<file path="src/rtl/afd_pkg.sv">
// ----------------------------------------------------------------------------
// afd_pkg
// Shared types and constants for the alternating flap drive.
// ----------------------------------------------------------------------------
package afd_pkg;

  // field widths
  localparam int PeriodW = 16;
  localparam int HalfW   = PeriodW - 1;
  localparam int PctW    = 7;
  localparam int LevelW  = 8;
  localparam int WinW    = HalfW + PctW;
  localparam int FlapsW  = 16;
  localparam int AddrW   = 5;
  localparam int DataW   = 32;

  // arithmetic constants
  localparam int unsigned Percent   = 100;
  localparam int unsigned FullLevel = 255;

  // reciprocal of 100 for a 15-bit dividend: floor(x * LevelRecip >> LevelShift)
  localparam int unsigned LevelRecip = 41944;
  localparam int          LevelShift = 22;
  localparam int          DutyProdW  = PctW + LevelW;
  localparam int          RecipProdW = DutyProdW + 16;

  // reset values of the registers
  localparam logic [PctW-1:0]    DutyReset   = PctW'(100);
  localparam logic [PeriodW-1:0] PeriodReset = PeriodW'(2000);

  // drive modes; the unused code behaves as flap
  typedef enum logic [1:0] {
    MODE_FLAP  = 2'd0,
    MODE_LEFT  = 2'd1,
    MODE_RIGHT = 2'd2
  } mode_e;

  // register map, word index
  typedef enum logic [2:0] {
    REG_DRIVE_MODE = 3'd0,
    REG_DUTY       = 3'd1,
    REG_DEAD_ZONE  = 3'd2,
    REG_PWM_EN     = 3'd3,
    REG_PERIOD     = 3'd4
  } reg_e;

  // settings handed from the register block to the drive core
  typedef struct packed {
    logic [1:0]        mode;
    logic              pwm_en;
    logic [HalfW-1:0]  half;
    logic [WinW-1:0]   win_x;
    logic [LevelW-1:0] level;
  } drv_cfg_t;

endpackage

</file>
<file path="src/rtl/afd_cfg.sv">
// ----------------------------------------------------------------------------
// afd_cfg
// APB register block with precomputed half period, window bound and level.
// ----------------------------------------------------------------------------
module afd_cfg import afd_pkg::*; (
  input  logic             clk_i,
  input  logic             rst_ni,
  input  logic             psel,
  input  logic             penable,
  input  logic             pwrite,
  input  logic [AddrW-1:0] paddr,
  input  logic [DataW-1:0] pwdata,
  output logic [DataW-1:0] prdata,
  output logic             pready,
  output drv_cfg_t         cfg_o
);

  logic [1:0]         mode_q;
  logic [PctW-1:0]    duty_q;
  logic [PctW-1:0]    dz_q;
  logic               pwm_q;
  logic [PeriodW-1:0] period_q;

  logic               wr;
  logic [2:0]         idx;

  logic [PctW-1:0]       dz_sat;
  logic [PctW-1:0]       active_pct;
  logic [WinW-1:0]       win_d, win_q;
  logic [HalfW-1:0]      half_d, half_q;
  logic [DutyProdW-1:0]  duty_x255;
  logic [RecipProdW-1:0] lvl_prod;
  logic [LevelW:0]       lvl_raw;
  logic [LevelW-1:0]     level_d, level_q;

  assign pready = 1'b1;
  assign wr     = psel & penable & pwrite;
  assign idx    = paddr[4:2];

  // register writes
  always_ff @(posedge clk_i or negedge rst_ni) begin
    if (!rst_ni) begin
      mode_q   <= MODE_FLAP;
      duty_q   <= DutyReset;
      dz_q     <= '0;
      pwm_q    <= 1'b0;
      period_q <= PeriodReset;
    end else if (wr) begin
      unique case (idx)
        REG_DRIVE_MODE: mode_q   <= pwdata[1:0];
        REG_DUTY:       duty_q   <= pwdata[PctW-1:0];
        REG_DEAD_ZONE:  dz_q     <= pwdata[PctW-1:0];
        REG_PWM_EN:     pwm_q    <= pwdata[0];
        REG_PERIOD:     period_q <= pwdata[PeriodW-1:0];
        default: ;
      endcase
    end
  end

  // register readback
  always_comb begin
    unique case (idx)
      REG_DRIVE_MODE: prdata = DataW'(mode_q);
      REG_DUTY:       prdata = DataW'(duty_q);
      REG_DEAD_ZONE:  prdata = DataW'(dz_q);
      REG_PWM_EN:     prdata = DataW'(pwm_q);
      REG_PERIOD:     prdata = DataW'(period_q);
      default:        prdata = '0;
    endcase
  end

  // window bound scaled by 100: half * (100 - dead zone)
  assign dz_sat     = (dz_q > PctW'(Percent)) ? PctW'(Percent) : dz_q;
  assign active_pct = PctW'(Percent) - dz_sat;
  assign half_d     = period_q[PeriodW-1:1];
  assign win_d      = WinW'(half_d) * WinW'(active_pct);

  // pwm level 255 * duty / 100 by reciprocal, saturated at full level
  assign duty_x255 = {duty_q, LevelW'(0)} - DutyProdW'(duty_q);
  assign lvl_prod  = RecipProdW'(duty_x255) * RecipProdW'(LevelRecip);
  assign lvl_raw   = lvl_prod[LevelShift +: (LevelW + 1)];
  assign level_d   = (lvl_raw > (LevelW + 1)'(FullLevel)) ? LevelW'(FullLevel)
                                                          : lvl_raw[LevelW-1:0];

  // derived settings, registered from the written registers
  always_ff @(posedge clk_i or negedge rst_ni) begin
    if (!rst_ni) begin
      half_q  <= HalfW'(1000);
      win_q   <= WinW'(100000);
      level_q <= LevelW'(FullLevel);
    end else begin
      half_q  <= half_d;
      win_q   <= win_d;
      level_q <= level_d;
    end
  end

  assign cfg_o.mode   = mode_q;
  assign cfg_o.pwm_en = pwm_q;
  assign cfg_o.half   = half_q;
  assign cfg_o.win_x  = win_q;
  assign cfg_o.level  = level_q;

endmodule

</file>
<file path="src/rtl/afd_core.sv">
// ----------------------------------------------------------------------------
// afd_core
// Input register, flap timing state and result register of the drive.
// ----------------------------------------------------------------------------
module afd_core import afd_pkg::*; #(
  parameter int TIME_WIDTH  = 16,
  parameter int COUNT_WIDTH = 16
) (
  input  logic              clk_i,
  input  logic              rst_ni,
  input  drv_cfg_t          cfg_i,
  input  logic              in_valid_i,
  output logic              in_ready_o,
  input  logic              tick_i,
  input  logic              restart_i,
  output logic              out_valid_o,
  input  logic              out_ready_i,
  output logic              drive_right_o,
  output logic              drive_left_o,
  output logic [LevelW-1:0] pwm_level_o,
  output logic              led_on_o,
  output logic              moving_right_o,
  output logic [FlapsW-1:0] flaps_done_o
);

  localparam int CmpW = (TIME_WIDTH > HalfW) ? TIME_WIDTH : HalfW;
  localparam int MulW = ((TIME_WIDTH + PctW) > WinW) ? (TIME_WIDTH + PctW) : WinW;

  // input stage
  logic in_vld_q, tick_q, restart_q;
  logic adv;

  // timing state
  logic [TIME_WIDTH-1:0]  elapsed_q, elapsed_d;
  logic                   dir_q, dir_d;
  logic [COUNT_WIDTH-1:0] count_q, count_d;
  logic                   led_q, led_d;

  // intermediate values
  logic [TIME_WIDTH-1:0]  el_tick;
  logic [TIME_WIDTH-1:0]  el_mode;
  logic                   dir_mode;
  logic [COUNT_WIDTH-1:0] cnt_start;
  logic                   flip;
  logic [MulW-1:0]        el_x100;
  logic                   active;
  logic                   right_d, left_d;
  logic [LevelW-1:0]      pwm_d;

  // result stage
  logic out_vld_q;

  assign adv        = in_vld_q & (~out_vld_q | out_ready_i);
  assign in_ready_o = ~in_vld_q | adv;

  // input register
  always_ff @(posedge clk_i or negedge rst_ni) begin
    if (!rst_ni) begin
      in_vld_q <= 1'b0;
    end else if (in_ready_o) begin
      in_vld_q <= in_valid_i;
    end
  end

  always_ff @(posedge clk_i) begin
    if (in_valid_i && in_ready_o) begin
      tick_q    <= tick_i;
      restart_q <= restart_i;
    end
  end

  // restart and saturating time advance
  assign cnt_start = restart_q ? COUNT_WIDTH'(1) : count_q;
  assign el_tick   = (tick_q && (elapsed_q != '1)) ? elapsed_q + TIME_WIDTH'(1) : elapsed_q;

  // fixed-side modes pin the time and the direction
  always_comb begin
    case (cfg_i.mode)
      MODE_LEFT: begin
        el_mode  = '0;
        dir_mode = 1'b0;
      end
      MODE_RIGHT: begin
        el_mode  = '0;
        dir_mode = 1'b1;
      end
      default: begin
        el_mode  = el_tick;
        dir_mode = dir_q;
      end
    endcase
  end

  // half-period reversal
  assign flip      = CmpW'(el_mode) >= CmpW'(cfg_i.half);
  assign elapsed_d = flip ? '0 : el_mode;
  assign dir_d     = flip ? ~dir_mode : dir_mode;
  assign count_d   = flip ? cnt_start + COUNT_WIDTH'(1) : cnt_start;

  // active window: elapsed * 100 <= half * (100 - dead zone)
  assign el_x100 = MulW'(elapsed_d) * MulW'(Percent);
  assign active  = el_x100 <= MulW'(cfg_i.win_x);

  // side outputs and lamp
  always_comb begin
    right_d = 1'b0;
    left_d  = 1'b0;
    pwm_d   = '0;
    led_d   = led_q;
    if (active) begin
      pwm_d   = cfg_i.pwm_en ? cfg_i.level : '0;
      right_d = dir_d;
      left_d  = ~dir_d;
      led_d   = dir_d;
    end
  end

  // state update per transaction
  always_ff @(posedge clk_i or negedge rst_ni) begin
    if (!rst_ni) begin
      elapsed_q <= '0;
      dir_q     <= 1'b1;
      count_q   <= COUNT_WIDTH'(1);
      led_q     <= 1'b0;
    end else if (adv) begin
      elapsed_q <= elapsed_d;
      dir_q     <= dir_d;
      count_q   <= count_d;
      led_q     <= led_d;
    end
  end

  // result register
  always_ff @(posedge clk_i or negedge rst_ni) begin
    if (!rst_ni) begin
      out_vld_q <= 1'b0;
    end else if (adv) begin
      out_vld_q <= 1'b1;
    end else if (out_ready_i) begin
      out_vld_q <= 1'b0;
    end
  end

  always_ff @(posedge clk_i) begin
    if (adv) begin
      drive_right_o  <= right_d;
      drive_left_o   <= left_d;
      pwm_level_o    <= pwm_d;
      led_on_o       <= led_d;
      moving_right_o <= dir_d;
      flaps_done_o   <= FlapsW'(count_d);
    end
  end

  assign out_valid_o = out_vld_q;

endmodule

</file>
<file path="src/rtl/alternating_flap_drive.sv">
// An accepted transaction goes through the input register, then the result register.
// Throughput: one transaction per cycle unless out_ready_i stalls the result register.
// Register writes reach the drive logic through the settings registers.
// Reset: time 0, direction right, flap count 1, lamp off, registers at their defaults.
// ----------------------------------------------------------------------------
// alternating_flap_drive
// Two-sided actuator drive with alternating direction, dead zone and pwm level.
// ----------------------------------------------------------------------------
module alternating_flap_drive import afd_pkg::*; #(
  parameter int TIME_WIDTH  = 16,
  parameter int COUNT_WIDTH = 16
) (
  input  logic              clk_i,
  input  logic              rst_ni,
  input  logic              psel,
  input  logic              penable,
  input  logic              pwrite,
  input  logic [AddrW-1:0]  paddr,
  input  logic [DataW-1:0]  pwdata,
  output logic [DataW-1:0]  prdata,
  output logic              pready,
  input  logic              in_valid_i,
  output logic              in_ready_o,
  input  logic              tick_i,
  input  logic              restart_i,
  output logic              out_valid_o,
  input  logic              out_ready_i,
  output logic              drive_right_o,
  output logic              drive_left_o,
  output logic [LevelW-1:0] pwm_level_o,
  output logic              led_on_o,
  output logic              moving_right_o,
  output logic [FlapsW-1:0] flaps_done_o
);

  drv_cfg_t cfg;

  // register block
  afd_cfg u_cfg (
    .clk_i   (clk_i),
    .rst_ni  (rst_ni),
    .psel    (psel),
    .penable (penable),
    .pwrite  (pwrite),
    .paddr   (paddr),
    .pwdata  (pwdata),
    .prdata  (prdata),
    .pready  (pready),
    .cfg_o   (cfg)
  );

  // drive core
  afd_core #(
    .TIME_WIDTH  (TIME_WIDTH),
    .COUNT_WIDTH (COUNT_WIDTH)
  ) u_core (
    .clk_i          (clk_i),
    .rst_ni         (rst_ni),
    .cfg_i          (cfg),
    .in_valid_i     (in_valid_i),
    .in_ready_o     (in_ready_o),
    .tick_i         (tick_i),
    .restart_i      (restart_i),
    .out_valid_o    (out_valid_o),
    .out_ready_i    (out_ready_i),
    .drive_right_o  (drive_right_o),
    .drive_left_o   (drive_left_o),
    .pwm_level_o    (pwm_level_o),
    .led_on_o       (led_on_o),
    .moving_right_o (moving_right_o),
    .flaps_done_o   (flaps_done_o)
  );

endmodule

</file>
<file path="config.mk">
export PLATFORM = sky130hd
export DESIGN_NAME = alternating_flap_drive
export DESIGN_NICKNAME = d
export VERILOG_FILES = /design/src/rtl/afd_pkg.sv /design/src/rtl/afd_cfg.sv /design/src/rtl/afd_core.sv /design/src/rtl/alternating_flap_drive.sv
export SDC_FILE = /design/constraint.sdc
export NUM_CORES = 1
export LEC_CHECK = 0
export BUFFER_PORTS_ARGS = -buffer_cell sky130_fd_sc_hd__buf_2
export CORE_MARGIN = 1.5
export CORE_UTILIZATION = 38
export CTS_CLUSTER_SIZE = 12
export DETAILED_ROUTE_END_ITERATION = 8
export MAX_ROUTING_LAYER = met4
export PLACE_DENSITY = 0.54
export REMOVE_ABC_BUFFERS = 1
export SYNTH_ARGS = -nofsm -noshare
export SYNTH_HDL_FRONTEND = slang
export SYNTH_SLANG_ARGS = --single-unit
</file>
<file path="constraint.sdc">
create_clock -name clk_i -period 14 [get_ports clk_i]
set_clock_uncertainty 0.2 [all_clocks]
set_input_delay 0 -clock clk_i [delete_from_list [all_inputs] [get_ports clk_i]]
set_output_delay 0 -clock clk_i [all_outputs]
set_load 0.02 [all_outputs]
</file>
==> flow_summary.json <==
{
  "status": "finished clean",
  "period_minus_slack_ps": 9880,
  "met1Wirelength_um": 16600,
  "syn2layout_area_growth_pct": 11.7,
  "synth.avg_cell_area_um2": 9.57,
  "reg2reg_depth": 34,
  "clk_path_buf_depth": 2,
  "hold_start": "penable",
  "final_nets": 2121,
  "die-area_um2": 41800,
  "wl_met3_um": 824,
  "drc_errors": 0,
  "clock_latency_ps": 430,
  "die_width_um": 205,
  "syn-cell-area_um2": 15400,
  "cpMostUsedCell": "ha_1",
  "cts_inserted_buffers": 17,
  "wl_met2_um": 15400,
  "slew_violations": 0,
  "critPathMaxStageDelay_ps": 710,
  "cts_root_buffer": "clkbuf_16",
  "synth.largest_area_cell": "ha_1",
  "finalSetupTns_ps": 0,
  "start_util_pct": 38.7,
  "synth_cell_type_count": 65,
  "routedWlPerCell_um": 14.8,
  "die_y_um": 205,
  "crit_path_start_kind": "flip-flop",
  "first_global_vias": 11000,
  "rrSetupSlack_ps": 4120,
  "r2r_end": "u_core.pwm_level_o[4]",
  "r2r_start": "u_core.elapsed_q[0]",
  "drtIter0Drc": 414,
  "dp_hpwl_um": 26600,
  "cts_max_level": 4,
  "grt_remaining_overflow": 0,
  "final_cells": 2239,
  "finalSetupViolCount": 0,
  "post_cts_buffers": 0,
  "cts_tree": "yes",
  "rsz0062_at_grt": "no",
  "worstPathMaxFanout": 16,
  "dr.pass1.iters": 5,
  "min_to": "u_cfg.pwm_q",
  "yosysSeqAreaShare_pct": 24.6,
  "hold_depth": 5,
  "maxCapViolations": 0,
  "synth_most_common_cell": "inv_1",
  "relSlewSlack_pct": 30.4,
  "worstMarginPinSlew_ps": 1040,
  "cp.required_ps": 13990,
  "fp.coreArea_um2": 39900,
  "fill_cells": 3894,
  "synth_common_cells": "284 x inv_1, 232 x ha_1, 176 x nand2_1",
  "grt_max_degree": 60,
  "cts.clk_slew.worst_paths_ps": 60,
  "grt_util_all_layers_pct": 17.5,
  "synth_area_leaders": "ha_1 19%, fa_1 19%, dfrtp_1 13%",
  "via_per_inst": 4.81,
  "routed.top_layer": "met4",
  "rows": 73,
  "netlist.area_leader.share_pct": 18.8,
  "ys_warn_count": 0,
  "placedCellCount": 2180,
  "grt_antenna_before_repair": 1,
  "ys_ff_latch": 144,
  "ys.flop_type": "dfrtp_1",
  "crit_type": "flip-flop to flip-flop",
  "fmax_mhz": 101,
  "final-hold-violation-count": 0,
  "gp_congestion": 0.824,
  "cts_sinks": 144,
  "period_share_pct": 70.6,
  "vias": 10800,
  "grt_pass1_wl_um": 56300,
  "synthArstFlopShare_pct": 79.2,
  "critical-path-slowest-cell": "nor3_1",
  "worst_slack_ps": 4120,
  "place_worst_setup_slack_ps": 4100,
  "hp-class": "primary input to flip-flop",
  "worstSetupEndpointType": "flip-flop",
  "port_buffers": 73,
  "ios": 109,
  "synth_edf_count": 30,
  "totalWireLength_um": 33200,
  "ant_nets": 0,
  "drive_gt1_share_pct": 11.3,
  "crit_arrival_ps": 9860,
  "synthCells": 1613
}
metal layers:
metal / vias to the layer above / GRT usage [%]
met3: 21 / 2.32
met4: 0 / 3.99
met2: 141 / 27.5
li1: 5399 / -
met5: - / -
met1: 5209 / 23.9
worst max path at each step:
stage	startpoint	to	slack, ps	cells past startpoint
floorplan	u_core.elapsed_q[9]	u_core.led_on_o	5610	34
global placement	u_core.elapsed_q[9]	u_core.pwm_level_o[5]	4170	34
detailed placement	u_core.elapsed_q[9]	u_core.pwm_level_o[4]	4100	34
CTS	u_core.elapsed_q[0]	u_core.pwm_level_o[4]	4070	34
global route	u_core.elapsed_q[8]	u_core.pwm_level_o[3]	3470	34
finish	u_core.elapsed_q[0]	u_core.pwm_level_o[4]	4120	34
area by class of cell:
cell class	count	area, µm²	area share [%]
well taps	525	657	3.81
inverters	286	1070	6.23
repair buffers	110	711	4.12
multi-input cells	1141	10300	60.0
clock buffers	21	450	2.61
flip-flops and latches	144	3790	22.0
diodes	1	2.50	0.0145
clock inverters	11	210	1.22
through the flow:
stage / hold slack, ps / area [µm²] / utilization (%)
floorplan: -496 / 15200 / -
global placement: -98.5 / 16300 / 40.9
detailed placement: -96.4 / 16300 / 40.9
CTS: 6.47 / 17200 / 43.2
global route: 26.0 / 17200 / 43.2
finish: 8.21 / 17200 / 43.2
worst max-delay path, delay by kind of cell, from the launching register on:
kind                       cells  cell delay, ps
and+or+nand+nor               12            2860
xor gates and xnor gates       1              90
DFF                            1             410
AOI/OAI and AO/OA             14            3680
adders and majority gates      7            2360
sequential cells by signal, summed over array words and instances, names as in the netlist, 2 cells and up:
name                 flops
u_cfg.period_q          16
u_cfg.mode_q             2
u_core.flaps_done_o     16
u_core.elapsed_q        16
u_cfg.level_q            8
u_core.count_q          16
u_cfg.duty_q             7
u_cfg.dz_q               7
u_cfg.win_q             22
u_cfg.half_q            15
u_core.pwm_level_o       8
cells by family after synthesis:
group	count (synthesis)	synth area share, %
flops	144	24.6
xor+xnor	76	4.31
compound gates	193	8.05
other cells	2	0.0487
buf+inv	346	8.87
mux	49	3.55
simple gates	428	13.3
fa+ha+maj	375	37.4
placed cells by master, fill, tap and decap left out, drive strengths merged, types with 5 or more instances in the layout:
master         n
nor2b         13
and2          47
nand3         23
dfrtp         83
dlygate4sd3   26
ha           232
nor3          21
nand2        176
clkbuf        21
or3            5
a221o          5
mux2i         12
o211ai         5
nand2b        15
fa           143
edfxtp        30
buf           84
o21ai         56
and3          21
a21oi         49
a22oi          6
inv          285
a31oi          9
or2            5
dfstp         31
bufinv         6
xnor2         49
and4           7
xor2          27
conb          20
a21o          27
nand4         12
clkinv         5
mux2          36
nor2          69
timing repair:
item / in CTS / in global routing
hold endpoints to repair: 94 / 0
hold buffers: 26 / 0
gates resized for setup: 0 / 0
Power is left out: the tool's default activity adds up to more than one toggle a clock period on the data nets, which glitch-free logic cannot reach.
